==> config.mk <==
export PLATFORM = sky130hd
export DESIGN_NAME = source_text_tokenizer_flat
export DESIGN_NICKNAME = d
export VERILOG_FILES = /design/src/design/stt_pkg.sv /design/src/design/stt_intf.sv /design/src/design/source_text_tokenizer.sv /design/src/design/stt_lexer.sv /design/src/design/stt_out_queue.sv /design/src/flat_wrapper.sv
export SDC_FILE = /design/constraint.sdc
export NUM_CORES = 1
export LEC_CHECK = 0
export CORE_ASPECT_RATIO = 1.4
export CORE_MARGIN = 2
export CORE_UTILIZATION = 37
export CTS_BUF_LIST = sky130_fd_sc_hd__clkbuf_4
export DETAILED_ROUTE_END_ITERATION = 7
export DONT_BUFFER_PORTS = 1
export HOLD_SLACK_MARGIN = 0.02
export SETUP_SLACK_MARGIN = 0.1
export SLEW_MARGIN = 5
export SYNTH_ARGS = -nofsm -noshare
export SYNTH_HDL_FRONTEND = slang
export SYNTH_SLANG_ARGS = --single-unit
==> constraint.sdc <==
create_clock -name clk_i -period 5.5 [get_ports clk_i]
set_clock_uncertainty 0.05 [all_clocks]
set_input_delay 0.55 -clock clk_i [delete_from_list [all_inputs] [get_ports clk_i]]
set_output_delay 0.55 -clock clk_i [all_outputs]
set_load 0.01 [all_outputs]
==> src/design/stt_pkg.sv <==
// Package for the source text tokenizer: token record, lexer modes, kind codes
// and the character classification and keyword lookup functions.
// No dependencies; every other file of the block imports it.
package stt_pkg;

  localparam int unsigned KindW  = 6;
  localparam int unsigned OffW   = 16;
  localparam int unsigned LenW   = 16;
  localparam int unsigned QDepth = 4;
  localparam int unsigned QPtrW  = 2;
  localparam int unsigned QCntW  = 3;

  // Lexer modes, one-hot.
  typedef enum logic [9:0] {
    M_IDLE   = 10'b00_0000_0001,
    M_IDENT  = 10'b00_0000_0010,
    M_NUMBER = 10'b00_0000_0100,
    M_OP     = 10'b00_0000_1000,
    M_SLASH  = 10'b00_0001_0000,
    M_STRING = 10'b00_0010_0000,
    M_CHAR   = 10'b00_0100_0000,
    M_LINE   = 10'b00_1000_0000,
    M_BLOCK  = 10'b01_0000_0000,
    M_BSTAR  = 10'b10_0000_0000
  } lex_mode_e;

  // Token kind codes.
  localparam logic [KindW-1:0] K_IDENT    = 6'd0;
  localparam logic [KindW-1:0] K_NUMBER   = 6'd1;
  localparam logic [KindW-1:0] K_STRING   = 6'd2;
  localparam logic [KindW-1:0] K_CHAR     = 6'd3;
  localparam logic [KindW-1:0] K_IF       = 6'd4;
  localparam logic [KindW-1:0] K_ELSE     = 6'd5;
  localparam logic [KindW-1:0] K_RETURN   = 6'd6;
  localparam logic [KindW-1:0] K_FUNCTION = 6'd7;
  localparam logic [KindW-1:0] K_WHILE    = 6'd8;
  localparam logic [KindW-1:0] K_TYPE     = 6'd9;
  localparam logic [KindW-1:0] K_DEF      = 6'd10;
  localparam logic [KindW-1:0] K_STRUCT   = 6'd11;
  localparam logic [KindW-1:0] K_CONST    = 6'd12;
  localparam logic [KindW-1:0] K_PLUS     = 6'd13;
  localparam logic [KindW-1:0] K_MINUS    = 6'd14;
  localparam logic [KindW-1:0] K_STAR     = 6'd15;
  localparam logic [KindW-1:0] K_DIV      = 6'd16;
  localparam logic [KindW-1:0] K_ASSIGN   = 6'd17;
  localparam logic [KindW-1:0] K_EQ       = 6'd18;
  localparam logic [KindW-1:0] K_NE       = 6'd19;
  localparam logic [KindW-1:0] K_GT       = 6'd20;
  localparam logic [KindW-1:0] K_LT       = 6'd21;
  localparam logic [KindW-1:0] K_GE       = 6'd22;
  localparam logic [KindW-1:0] K_LE       = 6'd23;
  localparam logic [KindW-1:0] K_UNK_OP   = 6'd24;
  localparam logic [KindW-1:0] K_LBRACE   = 6'd25;
  localparam logic [KindW-1:0] K_RBRACE   = 6'd26;
  localparam logic [KindW-1:0] K_LPAREN   = 6'd27;
  localparam logic [KindW-1:0] K_RPAREN   = 6'd28;
  localparam logic [KindW-1:0] K_SEMI     = 6'd29;
  localparam logic [KindW-1:0] K_COMMA    = 6'd30;
  localparam logic [KindW-1:0] K_DOT      = 6'd31;
  localparam logic [KindW-1:0] K_END      = 6'd32;

  // Characters with a role of their own.
  localparam logic [7:0] CH_NUL    = 8'h00;
  localparam logic [7:0] CH_LF     = 8'h0A;
  localparam logic [7:0] CH_SLASH  = 8'h2F;
  localparam logic [7:0] CH_STAR   = 8'h2A;
  localparam logic [7:0] CH_DQUOTE = 8'h22;
  localparam logic [7:0] CH_SQUOTE = 8'h27;
  localparam logic [7:0] CH_PLUS   = 8'h2B;
  localparam logic [7:0] CH_MINUS  = 8'h2D;
  localparam logic [7:0] CH_PCT    = 8'h25;
  localparam logic [7:0] CH_EQ     = 8'h3D;
  localparam logic [7:0] CH_GT     = 8'h3E;
  localparam logic [7:0] CH_LT     = 8'h3C;
  localparam logic [7:0] CH_BANG   = 8'h21;

  // Keywords packed little-endian, first character in the low byte.
  localparam logic [63:0] KW_IF       = 64'h0000_0000_0000_6669;
  localparam logic [63:0] KW_ELSE     = 64'h0000_0000_6573_6C65;
  localparam logic [63:0] KW_RETURN   = 64'h0000_6E72_7574_6572;
  localparam logic [63:0] KW_FUNCTION = 64'h6E6F_6974_636E_7566;
  localparam logic [63:0] KW_WHILE    = 64'h0000_0065_6C69_6877;
  localparam logic [63:0] KW_BYTE     = 64'h0000_0000_6574_7962;
  localparam logic [63:0] KW_INT      = 64'h0000_0000_0074_6E69;
  localparam logic [63:0] KW_FLOAT    = 64'h0000_0074_616F_6C66;
  localparam logic [63:0] KW_DEF      = 64'h0000_0000_0066_6564;
  localparam logic [63:0] KW_STRUCT   = 64'h0000_7463_7572_7473;
  localparam logic [63:0] KW_CONST    = 64'h0000_0074_736E_6F63;

  typedef struct packed {
    logic [KindW-1:0] kind;
    logic [OffW-1:0]  offset;
    logic [LenW-1:0]  length;
    logic             last;
  } tok_t;

  // Up to two tokens written into the result queue per byte.
  typedef struct packed {
    logic v0;
    logic v1;
    tok_t r0;
    tok_t r1;
  } push_t;

  function automatic logic is_digit(input logic [7:0] c);
    return (c >= 8'h30) && (c <= 8'h39);
  endfunction

  function automatic logic is_letter(input logic [7:0] c);
    return ((c >= 8'h41) && (c <= 8'h5A)) || ((c >= 8'h61) && (c <= 8'h7A));
  endfunction

  function automatic logic is_op(input logic [7:0] c);
    return (c == CH_PLUS) || (c == CH_MINUS) || (c == CH_STAR) || (c == CH_SLASH) ||
           (c == CH_PCT) || (c == CH_EQ) || (c == CH_GT) || (c == CH_LT) ||
           (c == CH_BANG);
  endfunction

  // Returns zero for a byte that is not punctuation.
  function automatic logic [KindW-1:0] punct_kind(input logic [7:0] c);
    logic [KindW-1:0] k;
    case (c)
      8'h7B:   k = K_LBRACE;
      8'h7D:   k = K_RBRACE;
      8'h28:   k = K_LPAREN;
      8'h29:   k = K_RPAREN;
      8'h3B:   k = K_SEMI;
      8'h2C:   k = K_COMMA;
      8'h2E:   k = K_DOT;
      default: k = K_IDENT;
    endcase
    return k;
  endfunction

  // The word buffer is zero above the stored length, so a length match plus
  // a full compare is an exact keyword match.
  function automatic logic [KindW-1:0] kw_kind(input logic [LenW-1:0] cnt,
                                               input logic [63:0] w);
    logic [KindW-1:0] k;
    k = K_IDENT;
    if      (cnt == 16'd2 && w == KW_IF)       k = K_IF;
    else if (cnt == 16'd4 && w == KW_ELSE)     k = K_ELSE;
    else if (cnt == 16'd6 && w == KW_RETURN)   k = K_RETURN;
    else if (cnt == 16'd8 && w == KW_FUNCTION) k = K_FUNCTION;
    else if (cnt == 16'd5 && w == KW_WHILE)    k = K_WHILE;
    else if (cnt == 16'd4 && w == KW_BYTE)     k = K_TYPE;
    else if (cnt == 16'd3 && w == KW_INT)      k = K_TYPE;
    else if (cnt == 16'd5 && w == KW_FLOAT)    k = K_TYPE;
    else if (cnt == 16'd3 && w == KW_DEF)      k = K_DEF;
    else if (cnt == 16'd6 && w == KW_STRUCT)   k = K_STRUCT;
    else if (cnt == 16'd5 && w == KW_CONST)    k = K_CONST;
    return k;
  endfunction

  function automatic logic [KindW-1:0] op_kind(input logic [LenW-1:0] cnt,
                                               input logic [15:0] ops);
    logic [KindW-1:0] k;
    logic [7:0]       a;
    logic [7:0]       b;
    a = ops[7:0];
    b = ops[15:8];
    k = K_UNK_OP;
    if (cnt == 16'd1) begin
      case (a)
        CH_PLUS:  k = K_PLUS;
        CH_MINUS: k = K_MINUS;
        CH_STAR:  k = K_STAR;
        CH_SLASH: k = K_DIV;
        CH_EQ:    k = K_ASSIGN;
        CH_GT:    k = K_GT;
        CH_LT:    k = K_LT;
        default:  k = K_UNK_OP;
      endcase
    end else if (cnt == 16'd2 && b == CH_EQ) begin
      case (a)
        CH_EQ:   k = K_EQ;
        CH_BANG: k = K_NE;
        CH_GT:   k = K_GE;
        CH_LT:   k = K_LE;
        default: k = K_UNK_OP;
      endcase
    end
    return k;
  endfunction

endpackage

==> src/design/stt_intf.sv <==
// Channel interfaces of the source text tokenizer: the byte input channel and
// the token output channel, each with valid/ready. Depends on stt_pkg.
interface stt_byte_if;
  logic       valid;
  logic       ready;
  logic [7:0] ch;

  modport source (output valid, output ch, input ready);
  modport sink   (input valid, input ch, output ready);
endinterface

interface stt_token_if;
  import stt_pkg::*;
  logic             valid;
  logic             ready;
  logic [KindW-1:0] token_kind;
  logic [OffW-1:0]  token_offset;
  logic [LenW-1:0]  token_length;
  logic             last_of_run;

  modport source (output valid, output token_kind, output token_offset,
                  output token_length, output last_of_run, input ready);
  modport sink   (input valid, input token_kind, input token_offset,
                  input token_length, input last_of_run, output ready);
endinterface

==> src/design/source_text_tokenizer.sv <==
// Top level of the source text tokenizer: lexer step plus result queue.
// Depends on stt_pkg, stt_intf (stt_byte_if, stt_token_if), stt_lexer, stt_out_queue.
//
// The tokenizer takes source text one byte per transfer on in_i, with byte 0
// ending the text, and gives one token per transfer on out_o. Spaces, line
// comments and block comments are skipped; identifiers (with keyword
// detection), decimal numbers, string and character literals, maximal runs of
// operator characters and punctuation come out with a kind code, the offset
// of their first byte (quotes excluded) and their length (saturating at
// 65535). An identifier, number or operator run is only known to be complete
// when the byte after it arrives, so its token is given together with the
// handling of that byte; one byte can thus cause two tokens, and
// last_of_run marks the final token caused by each byte. At the end of text
// any pending token is flushed, an unterminated literal is dropped, an end
// marker carrying the position of the 0 byte is given, and the offset count
// restarts at zero. Each byte is classified combinationally against the
// lexer state registers and its tokens are written into a four-entry result
// queue, whose head drives out_o. A byte is taken in every cycle while the
// queue has room for two tokens; the output side drains one token per cycle
// while out_o is ready, so the sustained rate is one byte per cycle for text
// that yields at most one token per byte, and the output port sets the pace
// when bytes yield two. OFFSET_BITS sets the width of the internal position
// counter; offsets wrap at 2^OFFSET_BITS and the low 16 bits are given.
module source_text_tokenizer #(
  parameter int unsigned OFFSET_BITS = 16
) (
  input logic         clk_i,
  input logic         rst_ni,
  stt_byte_if.sink    in_i,
  stt_token_if.source out_o
);
  import stt_pkg::*;

  logic  room;
  logic  acc;
  push_t push;
  tok_t  head;

  // The byte input is ready whenever the queue can absorb two more tokens.
  assign in_i.ready = room;
  assign acc        = in_i.valid & room;

  stt_lexer #(
    .OFFSET_BITS (OFFSET_BITS)
  ) u_lexer (
    .clk_i  (clk_i),
    .rst_ni (rst_ni),
    .acc_i  (acc),
    .ch_i   (in_i.ch),
    .push_o (push)
  );

  stt_out_queue u_queue (
    .clk_i   (clk_i),
    .rst_ni  (rst_ni),
    .push_i  (push),
    .room_o  (room),
    .valid_o (out_o.valid),
    .ready_i (out_o.ready),
    .data_o  (head)
  );

  // Token fields of the queue head go straight to the output channel.
  assign out_o.token_kind   = head.kind;
  assign out_o.token_offset = head.offset;
  assign out_o.token_length = head.length;
  assign out_o.last_of_run  = head.last;

endmodule

==> src/design/stt_lexer.sv <==
// Lexer state registers and the combinational step that classifies one byte.
// Produces up to two tokens per accepted byte. Depends on stt_pkg.
module stt_lexer #(
  parameter int unsigned OFFSET_BITS = 16
) (
  input  logic           clk_i,
  input  logic           rst_ni,
  input  logic           acc_i,
  input  logic [7:0]     ch_i,
  output stt_pkg::push_t push_o
);
  import stt_pkg::*;

  localparam int unsigned ExtW = (OFFSET_BITS > OffW) ? OFFSET_BITS : OffW;

  lex_mode_e              mode_q, mode_d, new_mode;
  logic [OFFSET_BITS-1:0] pos_q, pos_d;
  logic [OFFSET_BITS-1:0] start_q, start_d, new_start;
  logic [LenW-1:0]        cnt_q, cnt_d, base_cnt;
  // The low two bytes of the word buffer double as the operator characters.
  logic [63:0]            buf_q, buf_d, base_buf;
  logic                   begin_tok, do_ext, start, is_end;
  logic                   fl_v, st_v;
  logic [KindW-1:0]       fl_kind, st_kind, pk;
  logic [LenW-1:0]        st_len;
  logic [ExtW-1:0]        pos_ext, start_ext;
  tok_t                   fl_tok, st_tok;

  assign pos_ext   = ExtW'(pos_q);
  assign start_ext = ExtW'(start_q);
  assign is_end    = (ch_i == CH_NUL);
  assign pk        = punct_kind(ch_i);

  always_comb begin
    mode_d    = mode_q;
    begin_tok = 1'b0;
    new_mode  = M_IDLE;
    new_start = pos_q;
    do_ext    = 1'b0;
    start     = 1'b0;
    fl_v      = 1'b0;
    fl_kind   = K_IDENT;
    st_v      = 1'b0;
    st_kind   = K_END;
    st_len    = '0;

    case (mode_q)
      M_IDENT: begin
        if (is_digit(ch_i) || is_letter(ch_i)) begin
          do_ext = 1'b1;
        end else begin
          fl_v    = 1'b1;
          fl_kind = kw_kind(cnt_q, buf_q);
          start   = 1'b1;
        end
      end
      M_NUMBER: begin
        if (is_digit(ch_i)) begin
          do_ext = 1'b1;
        end else begin
          fl_v    = 1'b1;
          fl_kind = K_NUMBER;
          start   = 1'b1;
        end
      end
      M_OP: begin
        if (is_op(ch_i)) begin
          do_ext = 1'b1;
        end else begin
          fl_v    = 1'b1;
          fl_kind = op_kind(cnt_q, buf_q[15:0]);
          start   = 1'b1;
        end
      end
      M_SLASH: begin
        if (ch_i == CH_SLASH) begin
          mode_d = M_LINE;
        end else if (ch_i == CH_STAR) begin
          mode_d = M_BLOCK;
        end else if (is_op(ch_i)) begin
          mode_d = M_OP;
          do_ext = 1'b1;
        end else begin
          fl_v    = 1'b1;
          fl_kind = op_kind(cnt_q, buf_q[15:0]);
          start   = 1'b1;
        end
      end
      M_STRING: begin
        if (is_end) begin
          start = 1'b1;
        end else if (ch_i == CH_DQUOTE) begin
          fl_v    = 1'b1;
          fl_kind = K_STRING;
          mode_d  = M_IDLE;
        end else begin
          do_ext = 1'b1;
        end
      end
      M_CHAR: begin
        if (is_end) begin
          start = 1'b1;
        end else if (ch_i == CH_SQUOTE) begin
          fl_v    = 1'b1;
          fl_kind = K_CHAR;
          mode_d  = M_IDLE;
        end else begin
          do_ext = 1'b1;
        end
      end
      M_LINE: begin
        if (is_end) begin
          start = 1'b1;
        end else if (ch_i == CH_LF) begin
          mode_d = M_IDLE;
        end
      end
      M_BLOCK: begin
        if (is_end) begin
          start = 1'b1;
        end else begin
          mode_d = (ch_i == CH_STAR) ? M_BSTAR : M_BLOCK;
        end
      end
      M_BSTAR: begin
        if (is_end) begin
          start = 1'b1;
        end else if (ch_i == CH_SLASH) begin
          mode_d = M_IDLE;
        end else begin
          mode_d = (ch_i == CH_STAR) ? M_BSTAR : M_BLOCK;
        end
      end
      default: begin
        start = 1'b1;
      end
    endcase

    // The byte that ended a token, or any byte between tokens, may open one.
    if (start) begin
      mode_d = M_IDLE;
      if (is_end) begin
        st_v    = 1'b1;
        st_kind = K_END;
        st_len  = '0;
      end else if (ch_i == CH_SLASH) begin
        begin_tok = 1'b1;
        new_mode  = M_SLASH;
        do_ext    = 1'b1;
      end else if (is_op(ch_i)) begin
        begin_tok = 1'b1;
        new_mode  = M_OP;
        do_ext    = 1'b1;
      end else if (is_digit(ch_i)) begin
        begin_tok = 1'b1;
        new_mode  = M_NUMBER;
        do_ext    = 1'b1;
      end else if (is_letter(ch_i)) begin
        begin_tok = 1'b1;
        new_mode  = M_IDENT;
        do_ext    = 1'b1;
      end else if (ch_i == CH_DQUOTE) begin
        begin_tok = 1'b1;
        new_mode  = M_STRING;
        new_start = pos_q + 1'b1;
      end else if (ch_i == CH_SQUOTE) begin
        begin_tok = 1'b1;
        new_mode  = M_CHAR;
        new_start = pos_q + 1'b1;
      end else if (pk != K_IDENT) begin
        st_v    = 1'b1;
        st_kind = pk;
        st_len  = LenW'(1);
      end
    end

    base_cnt = begin_tok ? '0 : cnt_q;
    base_buf = begin_tok ? '0 : buf_q;
    start_d  = begin_tok ? new_start : start_q;
    if (begin_tok) begin
      mode_d = new_mode;
    end

    // Append the byte: only the first eight are kept, the count saturates.
    buf_d = base_buf;
    cnt_d = base_cnt;
    if (do_ext) begin
      for (int i = 0; i < 8; i++) begin
        if (base_cnt[LenW-1:3] == '0 && base_cnt[2:0] == 3'(i)) begin
          buf_d[8*i +: 8] = ch_i;
        end
      end
      if (base_cnt != {LenW{1'b1}}) begin
        cnt_d = base_cnt + 1'b1;
      end
    end

    pos_d = pos_q + 1'b1;

    // End of text returns everything to the reset state.
    if (start && is_end) begin
      mode_d  = M_IDLE;
      pos_d   = '0;
      start_d = '0;
      cnt_d   = '0;
      buf_d   = '0;
    end
  end

  always_comb begin
    fl_tok.kind   = fl_kind;
    fl_tok.offset = start_ext[OffW-1:0];
    fl_tok.length = cnt_q;
    fl_tok.last   = ~st_v;
    st_tok.kind   = st_kind;
    st_tok.offset = pos_ext[OffW-1:0];
    st_tok.length = st_len;
    st_tok.last   = 1'b1;

    push_o.v0 = acc_i & (fl_v | st_v);
    push_o.v1 = acc_i & fl_v & st_v;
    push_o.r0 = fl_v ? fl_tok : st_tok;
    push_o.r1 = st_tok;
  end

  always_ff @(posedge clk_i or negedge rst_ni) begin
    if (!rst_ni) begin
      mode_q  <= M_IDLE;
      pos_q   <= '0;
      start_q <= '0;
      cnt_q   <= '0;
      buf_q   <= '0;
    end else if (acc_i) begin
      mode_q  <= mode_d;
      pos_q   <= pos_d;
      start_q <= start_d;
      cnt_q   <= cnt_d;
      buf_q   <= buf_d;
    end
  end

`ifndef NO_ASSERTIONS
  a_second_needs_first: assert property (@(posedge clk_i) disable iff (!rst_ni)
    push_o.v1 |-> push_o.v0)
    else $error("second token pushed without a first");

  a_end_marker_last: assert property (@(posedge clk_i) disable iff (!rst_ni)
    (acc_i && ch_i == CH_NUL) |->
      (push_o.v1 ? (push_o.r1.kind == K_END)
                 : (push_o.v0 && push_o.r0.kind == K_END && push_o.r0.last)))
    else $error("end of text did not end with an end marker");

  a_end_restarts: assert property (@(posedge clk_i) disable iff (!rst_ni)
    (acc_i && ch_i == CH_NUL) |=> (pos_q == '0 && mode_q == M_IDLE && cnt_q == '0))
    else $error("lexer state not cleared after end of text");
`endif

endmodule

==> src/design/stt_out_queue.sv <==
// Four-entry result queue: takes up to two tokens per cycle from the lexer and
// hands one token per transfer to the output channel. Depends on stt_pkg.
module stt_out_queue (
  input  logic           clk_i,
  input  logic           rst_ni,
  input  stt_pkg::push_t push_i,
  output logic           room_o,
  output logic           valid_o,
  input  logic           ready_i,
  output stt_pkg::tok_t  data_o
);
  import stt_pkg::*;

  tok_t             mem_q [QDepth];
  logic [QPtrW-1:0] wp_q, wp_d, rp_q, rp_d;
  logic [QCntW-1:0] cnt_q, cnt_d;
  logic             pop;
  logic [QPtrW-1:0] wp_next;

  assign room_o  = (cnt_q <= QCntW'(QDepth - 2));
  assign valid_o = (cnt_q != '0);
  assign data_o  = mem_q[rp_q];
  assign pop     = valid_o & ready_i;
  assign wp_next = wp_q + 1'b1;

  always_comb begin
    wp_d  = wp_q + QPtrW'(push_i.v0) + QPtrW'(push_i.v1);
    rp_d  = rp_q + QPtrW'(pop);
    cnt_d = cnt_q + QCntW'(push_i.v0) + QCntW'(push_i.v1) - QCntW'(pop);
  end

  always_ff @(posedge clk_i or negedge rst_ni) begin
    if (!rst_ni) begin
      wp_q  <= '0;
      rp_q  <= '0;
      cnt_q <= '0;
    end else begin
      wp_q  <= wp_d;
      rp_q  <= rp_d;
      cnt_q <= cnt_d;
    end
  end

  always_ff @(posedge clk_i) begin
    if (push_i.v0) begin
      mem_q[wp_q] <= push_i.r0;
    end
    if (push_i.v1) begin
      mem_q[wp_next] <= push_i.r1;
    end
  end

`ifndef NO_ASSERTIONS
  a_no_overflow: assert property (@(posedge clk_i) disable iff (!rst_ni)
    cnt_q <= QCntW'(QDepth))
    else $error("result queue overflow");

  a_push_has_room: assert property (@(posedge clk_i) disable iff (!rst_ni)
    push_i.v0 |-> room_o)
    else $error("tokens pushed while the queue lacks room for two");
`endif

endmodule
==> src/flat_wrapper.sv <==
// flat-port wrapper written by rule: the top's interface ports become plain ports
module source_text_tokenizer_flat import stt_pkg::*;
#(
  parameter int unsigned OFFSET_BITS = 16
)
  (clk_i, rst_ni, in_i_valid, in_i_ch, in_i_ready, out_o_valid, out_o_token_kind, out_o_token_offset, out_o_token_length, out_o_last_of_run, out_o_ready);
  stt_byte_if in_i_i ();
  stt_token_if out_o_i ();
  input logic clk_i;
  input logic rst_ni;
  input wire logic [$bits(in_i_i.valid)-1:0] in_i_valid;
  input wire logic [$bits(in_i_i.ch)-1:0] in_i_ch;
  output wire logic [$bits(in_i_i.ready)-1:0] in_i_ready;
  output wire logic [$bits(out_o_i.valid)-1:0] out_o_valid;
  output wire logic [$bits(out_o_i.token_kind)-1:0] out_o_token_kind;
  output wire logic [$bits(out_o_i.token_offset)-1:0] out_o_token_offset;
  output wire logic [$bits(out_o_i.token_length)-1:0] out_o_token_length;
  output wire logic [$bits(out_o_i.last_of_run)-1:0] out_o_last_of_run;
  input wire logic [$bits(out_o_i.ready)-1:0] out_o_ready;
  assign in_i_i.valid = in_i_valid;
  assign in_i_i.ch = in_i_ch;
  assign in_i_ready = in_i_i.ready;
  assign out_o_valid = out_o_i.valid;
  assign out_o_token_kind = out_o_i.token_kind;
  assign out_o_token_offset = out_o_i.token_offset;
  assign out_o_token_length = out_o_i.token_length;
  assign out_o_last_of_run = out_o_i.last_of_run;
  assign out_o_i.ready = out_o_ready;
  source_text_tokenizer #(.OFFSET_BITS(OFFSET_BITS)) u_core (.clk_i(clk_i), .rst_ni(rst_ni), .in_i(in_i_i), .out_o(out_o_i));
endmodule
# --- Word level (Yosys, flattened, before mapping) ---
# Memories as Yosys holds them, arrays and structs flattened.
# Index checks and enable logic that the tools add are counted.
# W data, S select, Z words.
classes:
  muxes: 144
  reduce_logical: 44
  order_cmp: 7
  add_sub_neg: 9
  n_bitwise: 7
  eq_ne: 72
op_table:
  columns: ["op", "n"]
  rows:
  - ["$mux W16", 15]
  - ["$eq A8 B6 Y1 const B", 25]
  - ["$eq A64 B39 Y1 const B", 3]
  - ["$mux W64", 3]
  - ["$mux W10", 16]
  - ["$eq A64 B23 Y1 const B", 2]
  - ["$eq A64 B31 Y1 const B", 2]
  - ["$eq A64 B47 Y1 const B", 2]
  - ["$mux W6", 12]
  - ["$pmux W5 S7", 2]
  - ["$eq A64 B15 Y1 const B", 1]
  - ["$eq A64 B63 Y1 const B", 1]
  - ["$mux W8", 8]
  - ["$pmux W10 S6", 1]
  - ["$mux W7", 8]
  - ["$mux W1", 55]
  - ["$mux W4", 13]
  - ["$eq A16 B3 Y1 const B", 3]
  - ["$ne A5 B5 Y1 const B", 8]
  - ["$mux W39", 1]
  - ["$pmux W6 S6", 1]
  - ["$add A16 B1 Y16 const B", 2]
  - ["$eq A16 B2 Y1 const B", 2]
  - ["$logic_and A1 B1 Y1", 24]
  - ["46 further kinds", 73]
word_totals:
  regBits: 129
  in_bits: 12
  ramBits: 156
  out_inout_bits: 41
  elab_cells: 292
  memories: 1
memory_table:
  columns: ["memory", "words", "word_bits", "rd", "rd_clocked_by_memory_dff", "write_ports", "line_no", "rtl"]
  rows:
  - ["u_core.u_queue.mem_q", 4, 39, 1, 0, 2, "stt_out_queue.sv:14", "tok_t mem_q [QDepth];"]

# --- Logic depth before layout (Yosys ltp) ---
logic_depth:
  depth_word: 21
  depth_mapped: 16
  mapped_depth_nobuf: 13

# --- By module ---
# A second synthesis with hierarchy kept.
hier_totals:
  hier_cells: 1391
  area_unflattened_um2: 16303.1
modules_own_cells:
  columns: ["mod", "area_per_inst_um2", "n_inst", "seq_area_each_um2", "cells_each"]
  rows:
  - ["stt_lexer", 8391.8, 1, 3054.2, 978]
  - ["stt_out_queue", 7905.1, 1, 4859.7, 412]
  - ["source_text_tokenizer", 6.3, 1, 0.0, 1]

# --- Least setup slack after synthesis ---
# Ideal clock, no wire load.
synth_path:
  path_type: "input port to flip-flop"
  start: "in in_i_ch[5]"
  end: "reg u_core.u_queue.cnt_q[1]"
  t_required_ns: 5.315
  setup_slack_ns: 1.480
  arrival_ns: 3.835
  path_buffers: 3
  stages: 15
  setup_time_ns: 0.135
  path_cell_list: "buf_2 or4_4 or3_1 buf_2 nor2_4 o2bb2ai_4 o211a_1 buf_4 o21ai_2 nor2_1 inv_1 ha_1 fa_1 inv_1 fa_1"
synth_via:
  elab_chain_len: 19
  word_cells_on_any_way: 68
  cone_classes: "3 x add/sub; 6 x order compare; 18 x eq/ne; 22 x mux; 4 x bitwise; 15 x reduce/logical"
synth_rtl:
  columns: ["item", "line_no", "rtl"]
  rows:
  - ["from (decl)", "flat_wrapper.sv:12", "input wire logic [$bits(in_i_i.ch)-1:0] in_i_ch;"]
  - ["branches (longest 17 deep; another with $eq A8 B6 Y1)", null, null]
  - ["$add A3 B1 Y3 (*)", "stt_out_queue.sv:29", "cnt_d = cnt_q + QCntW'(push_i.v0) + QCntW'(push_i.v1) - QCntW'(pop);"]
  - ["$sub A3 B1 Y3 (*)", "stt_out_queue.sv:29", null]
  - ["via u_core.u_queue.cnt_d[1]", "stt_out_queue.sv:16", "logic [QCntW-1:0] cnt_q, cnt_d;"]
  - ["to (signal assigned)", "stt_out_queue.sv:40", "cnt_q <= cnt_d;"]
  - ["to (decl)", "stt_out_queue.sv:16", null]
# Mark *: on every way through the listed nets, which the timed path passes.
# A chain may end at the register's enable or synchronous reset.

==> results.py <==
metrics = {
    "outcome": {
        "status": "finished, final reports clean",
    },
    "floorplanning": {
        "die_h_um": 246.5,
        "die_area_um2": 43690,
        "core_area_um2": 41290,
        "initial_core_util_pct": 37.65,
        "row_count": 88,
        "die_w_um": 177.2,
        "ios": 53,
    },
    "clocking": {
        "post_cts_buffers": 0,
        "hold_buffers": 10,
        "cts_tree": "done",
        "path_clk_slew_ps": 80,
        "h-tree-depth": 3,
        "clk_path_buf_depth": 3,
        "cts_root_buf": "clkbuf_4",
        "numClockSinks": 285,
        "cts_made_buffers": 72,
        "clkLatencyLatePin_ps": 780,
        "cts.repair.resized": 0,
    },
    "logic_synthesis": {
        "yosysWarnings": 0,
        "synth_cell_types": 90,
        "async_flop_share_pct": 45.26,
        "syn-num-nets": 1503,
        "syn_area_per_cell_um2": 10.52,
        "synthFlopType": "dfrtp_1",
        "ys_seq_area_share_pct": 46.79,
        "synthCells": 1478,
        "synth.ff_latch_count": 285,
        "synth_area_um2": 15540,
        "synth_edf_count": 92,
    },
    "timing": {
        "worstMarginPinSlew_ps": 1230,
        "final.period_utilization_pct": 86.79,
        "hold_viol": 0,
        "final.setup.tns_ps": 0,
        "final-setup-viol-count": 0,
        "min_period_ps": 4774,
        "rsz0062_at_grt": "false",
        "maxSlewViolCount": 0,
        "timing.slew.headroom_pct": 18.00,
        "hold_ws_ps": 69.26,
        "max_freq_mhz": 209.5,
    },
    "critical_path": {
        "critical_path_class": "primary input to register",
        "worst-path-max-fanout": 24,
        "crit_path_start_kind": "primary input",
        "r2r_cells": 9,
        "critPathArrivalTime_ps": 4990,
        "regToRegSetupSlack_ps": 770,
        "reg2reg_from": "u_core.u_lexer.mode_q[8]",
        "cp.required_ps": 5710,
        "reg2reg_to": "u_core.u_queue.mem_q[2][24]",
        "setup.worst_path.end_class": "register",
    },
    "detailed_routing": {
        "routedWlPerCell_um": 22.99,
        "drc": 0,
        "drt_wl_total_mm": 47.35,
        "dr.first_iter.drc_count": 1024,
        "drt_first_pass_iters": 6,
        "num_vias": 12712,
        "viasPerCell": 6.171,
        "postRouteAntennaNets": 0,
    },
    "layout": {
        "final-seq-area_um2": 7276,
        "drive_above_1_share_pct": 14.77,
        "syn2layout_area_growth_pct": 9.442,
        "nNetsFinal": 1485,
        "final.fill_count": 4055,
        "multi_input_area_um2": 7661,
        "final_util_pct": 41.20,
    },
    "power": {
        "leakage_uw": 0.006362,
        "power.internal_uw": 4196,
        "vdd_drop_max_v": 0.0001527,
        "seq_power_share_pct": 42.6,
        "p_clk_share_pct": 28.3,
        "p_sw_share_pct": 37.58,
        "power_frac_comb_pct": 29.1,
        "power.switching_uw": 2526,
        "p_per_area_nw_per_um2": 395.1,
    },
    "global_route": {
        "overflow": 0,
        "grt_pass1_wl_mm": 74.84,
        "grtUsageTotal_pct": 22.07,
        "antenna_found_initial": 2,
        "grt_max_degree": 130,
        "grt_pass1_vias": 12857,
    },
    "hold_path": {
        "hp-class": "primary input to register",
        "worstHoldEndpoint": "u_core.u_lexer.mode_q[6]",
        "hold_path_depth": 3,
        "hp-start": "in_i_ch[1]",
    },
    "job": {
        "max_cap_violations": 0,
    },
    "placed_design": {
        "io_buffers": 0,
        "gp_congestion": 0.9352,
        "dp_hpwl_mm": 31.69,
    },
}
## cells in the final DEF (no fill, tap or decap), drive strengths merged, types with 12 or more instances in the layout
cell	count
dfrtp	128
nor2	72
inv	34
a2bb2oi	29
buf	25
clkinv	21
o21ai	61
and2	12
nand4b	12
dfxtp	64
clkbuf	106
o31ai	13
o211ai	38
nand4	45
nand3	57
a2bb2o	28
o2bb2ai	35
mux2i	27
or4	21
nor3	36
edfxtp	92
nand2	144
a22o	87
mux4	39
nor4	23
or3	17
a21oi	15
nor2b	13
xnor2	24
and3	17
o22ai	21
## metal layers
metal	up-vias	share of wire, %	global-route usage, %
met3	131	5.1	3.843
met1	6378	38	24.75
met4	0	4.7	11.69
li1	5751	-	-
met5	-	0	0
met2	452	52	39.55
## state kept, by name, summed over array words and instances, names as in the netlist
| signal | cells |
|---|---|
| u_core.u_lexer.pos_ext | 16 |
| u_core.u_queue.cnt_q | 3 |
| u_core.u_lexer.mode_q | 10 |
| u_core.u_lexer.cnt_q | 16 |
| u_core.u_queue.mem_q | 156 |
| u_core.u_lexer.start_ext | 16 |
| u_core.u_lexer.buf_q | 64 |
| u_core.u_queue.wp_q | 2 |
| u_core.u_queue.rp_q | 2 |
## critical path, stage by stage
cell and delay (ps):
dlygate4sd3_1 690, nor3b_2 380, o21ai_0 190, a31oi_1 560, o2111a_1 650, nand2_1 220, o21ai_1 170, buf_4 270
and2_1 570, inv_1 700
## metrics by stage
| stage | std cells | instance area, um2 | setup slack [ps] | power, uW |
|---|---|---|---|---|
| 2_1_floorplan | 1478 | 15540 | 1480 | 4259 |
| 3_3_place_gp | 1916 | 15920 | 941.7 | 4790 |
| 3_5_place_dp | 1916 | 15920 | 799.8 | 4830 |
| 4_1_cts | 2057 | 17000 | 840.5 | 6782 |
| 5_1_grt | 2059 | 17010 | 439.9 | 7126 |
| 6_report | 2060 | 17010 | 726.5 | 6721 |
## final cells by class
| class | instances | area share [%] |
|---|---|---|
| multi-input cells | 1034 | 45.04 |
| flip-flops and latches | 285 | 42.77 |
| clock buffers | 106 | 4.678 |
| well taps | 540 | 3.972 |
| repair buffers | 34 | 1.751 |
| clock inverters | 25 | 1.022 |
| inverters | 33 | 0.7282 |
| diodes | 3 | 0.04413 |
## cell families after synthesis
kind of cell	synth area share, %
fa+ha+maj	1.191
simple gates	18.85
compound gates	20.05
buf+inv	4.089
xor+xnor	1.634
mux	7.390
flops	46.79
## cell usage after synthesis, types with 7 or more instances
cell type / count / share of area (%)
a22o_1: 87 / 4.9
inv_1: 32 / 0.77
nor3_1: 35 / 1.1
o31ai_1: 13 / 0.63
or4_1: 17 / 0.82
nand4b_1: 12 / 0.68
dfxtp_1: 64 / 8.2
a2bb2oi_1: 29 / 1.6
nand2b_1: 9 / 0.36
and2_1: 11 / 0.44
o22ai_1: 21 / 0.85
nand4_1: 45 / 1.8
dfrtp_1: 128 / 21
ha_1: 10 / 0.80
buf_2: 25 / 0.80
nor2_1: 68 / 1.6
nand2_1: 144 / 3.5
buf_1: 20 / 0.48
nor4_1: 21 / 0.85
o211ai_1: 35 / 1.7
a31oi_1: 10 / 0.40
a2bb2o_1: 28 / 1.8
a21o_1: 7 / 0.34
a21oi_1: 14 / 0.45
o2bb2ai_1: 34 / 1.9
nand3_1: 54 / 1.7
edfxtp_1: 92 / 18
o21ai_0: 52 / 1.7
nor3b_1: 8 / 0.39
or3_1: 15 / 0.60
mux2i_1: 27 / 1.7
clkbuf_1: 79 / 1.9
xnor2_1: 24 / 1.4
nand3b_1: 7 / 0.34
nor2b_1: 13 / 0.52
and3_1: 17 / 0.68
mux4_2: 39 / 5.7
## power by group through the flow
stage	logic (uW)	registers (uW)	clock network, uW
global placement	1900	2890	0
global route	2150	2910	2060
finish	1950	2860	1900
CTS	1970	2860	1950
floorplan	1640	2620	0
detailed placement	1930	2900	0
## worst max path at each step
| stage | from | end | cells past startpoint | slack [ps] |
|---|---|---|---|---|
| floorplan | in_i_ch[5] | u_core.u_queue.cnt_q[1] | 15 | 1480 |
| global placement | in_i_ch[6] | u_core.u_queue.mem_q[2][0] | 10 | 940 |
| detailed placement | in_i_ch[6] | u_core.u_queue.mem_q[2][0] | 10 | 800 |
| CTS | in_i_ch[6] | u_core.u_queue.mem_q[2][20] | 10 | 840 |
| global route | in_i_ch[6] | u_core.u_queue.mem_q[2][20] | 10 | 440 |
| finish | in_i_ch[6] | u_core.u_queue.mem_q[2][24] | 10 | 730 |
No activity file was read; power rests on OpenSTA's default activity.
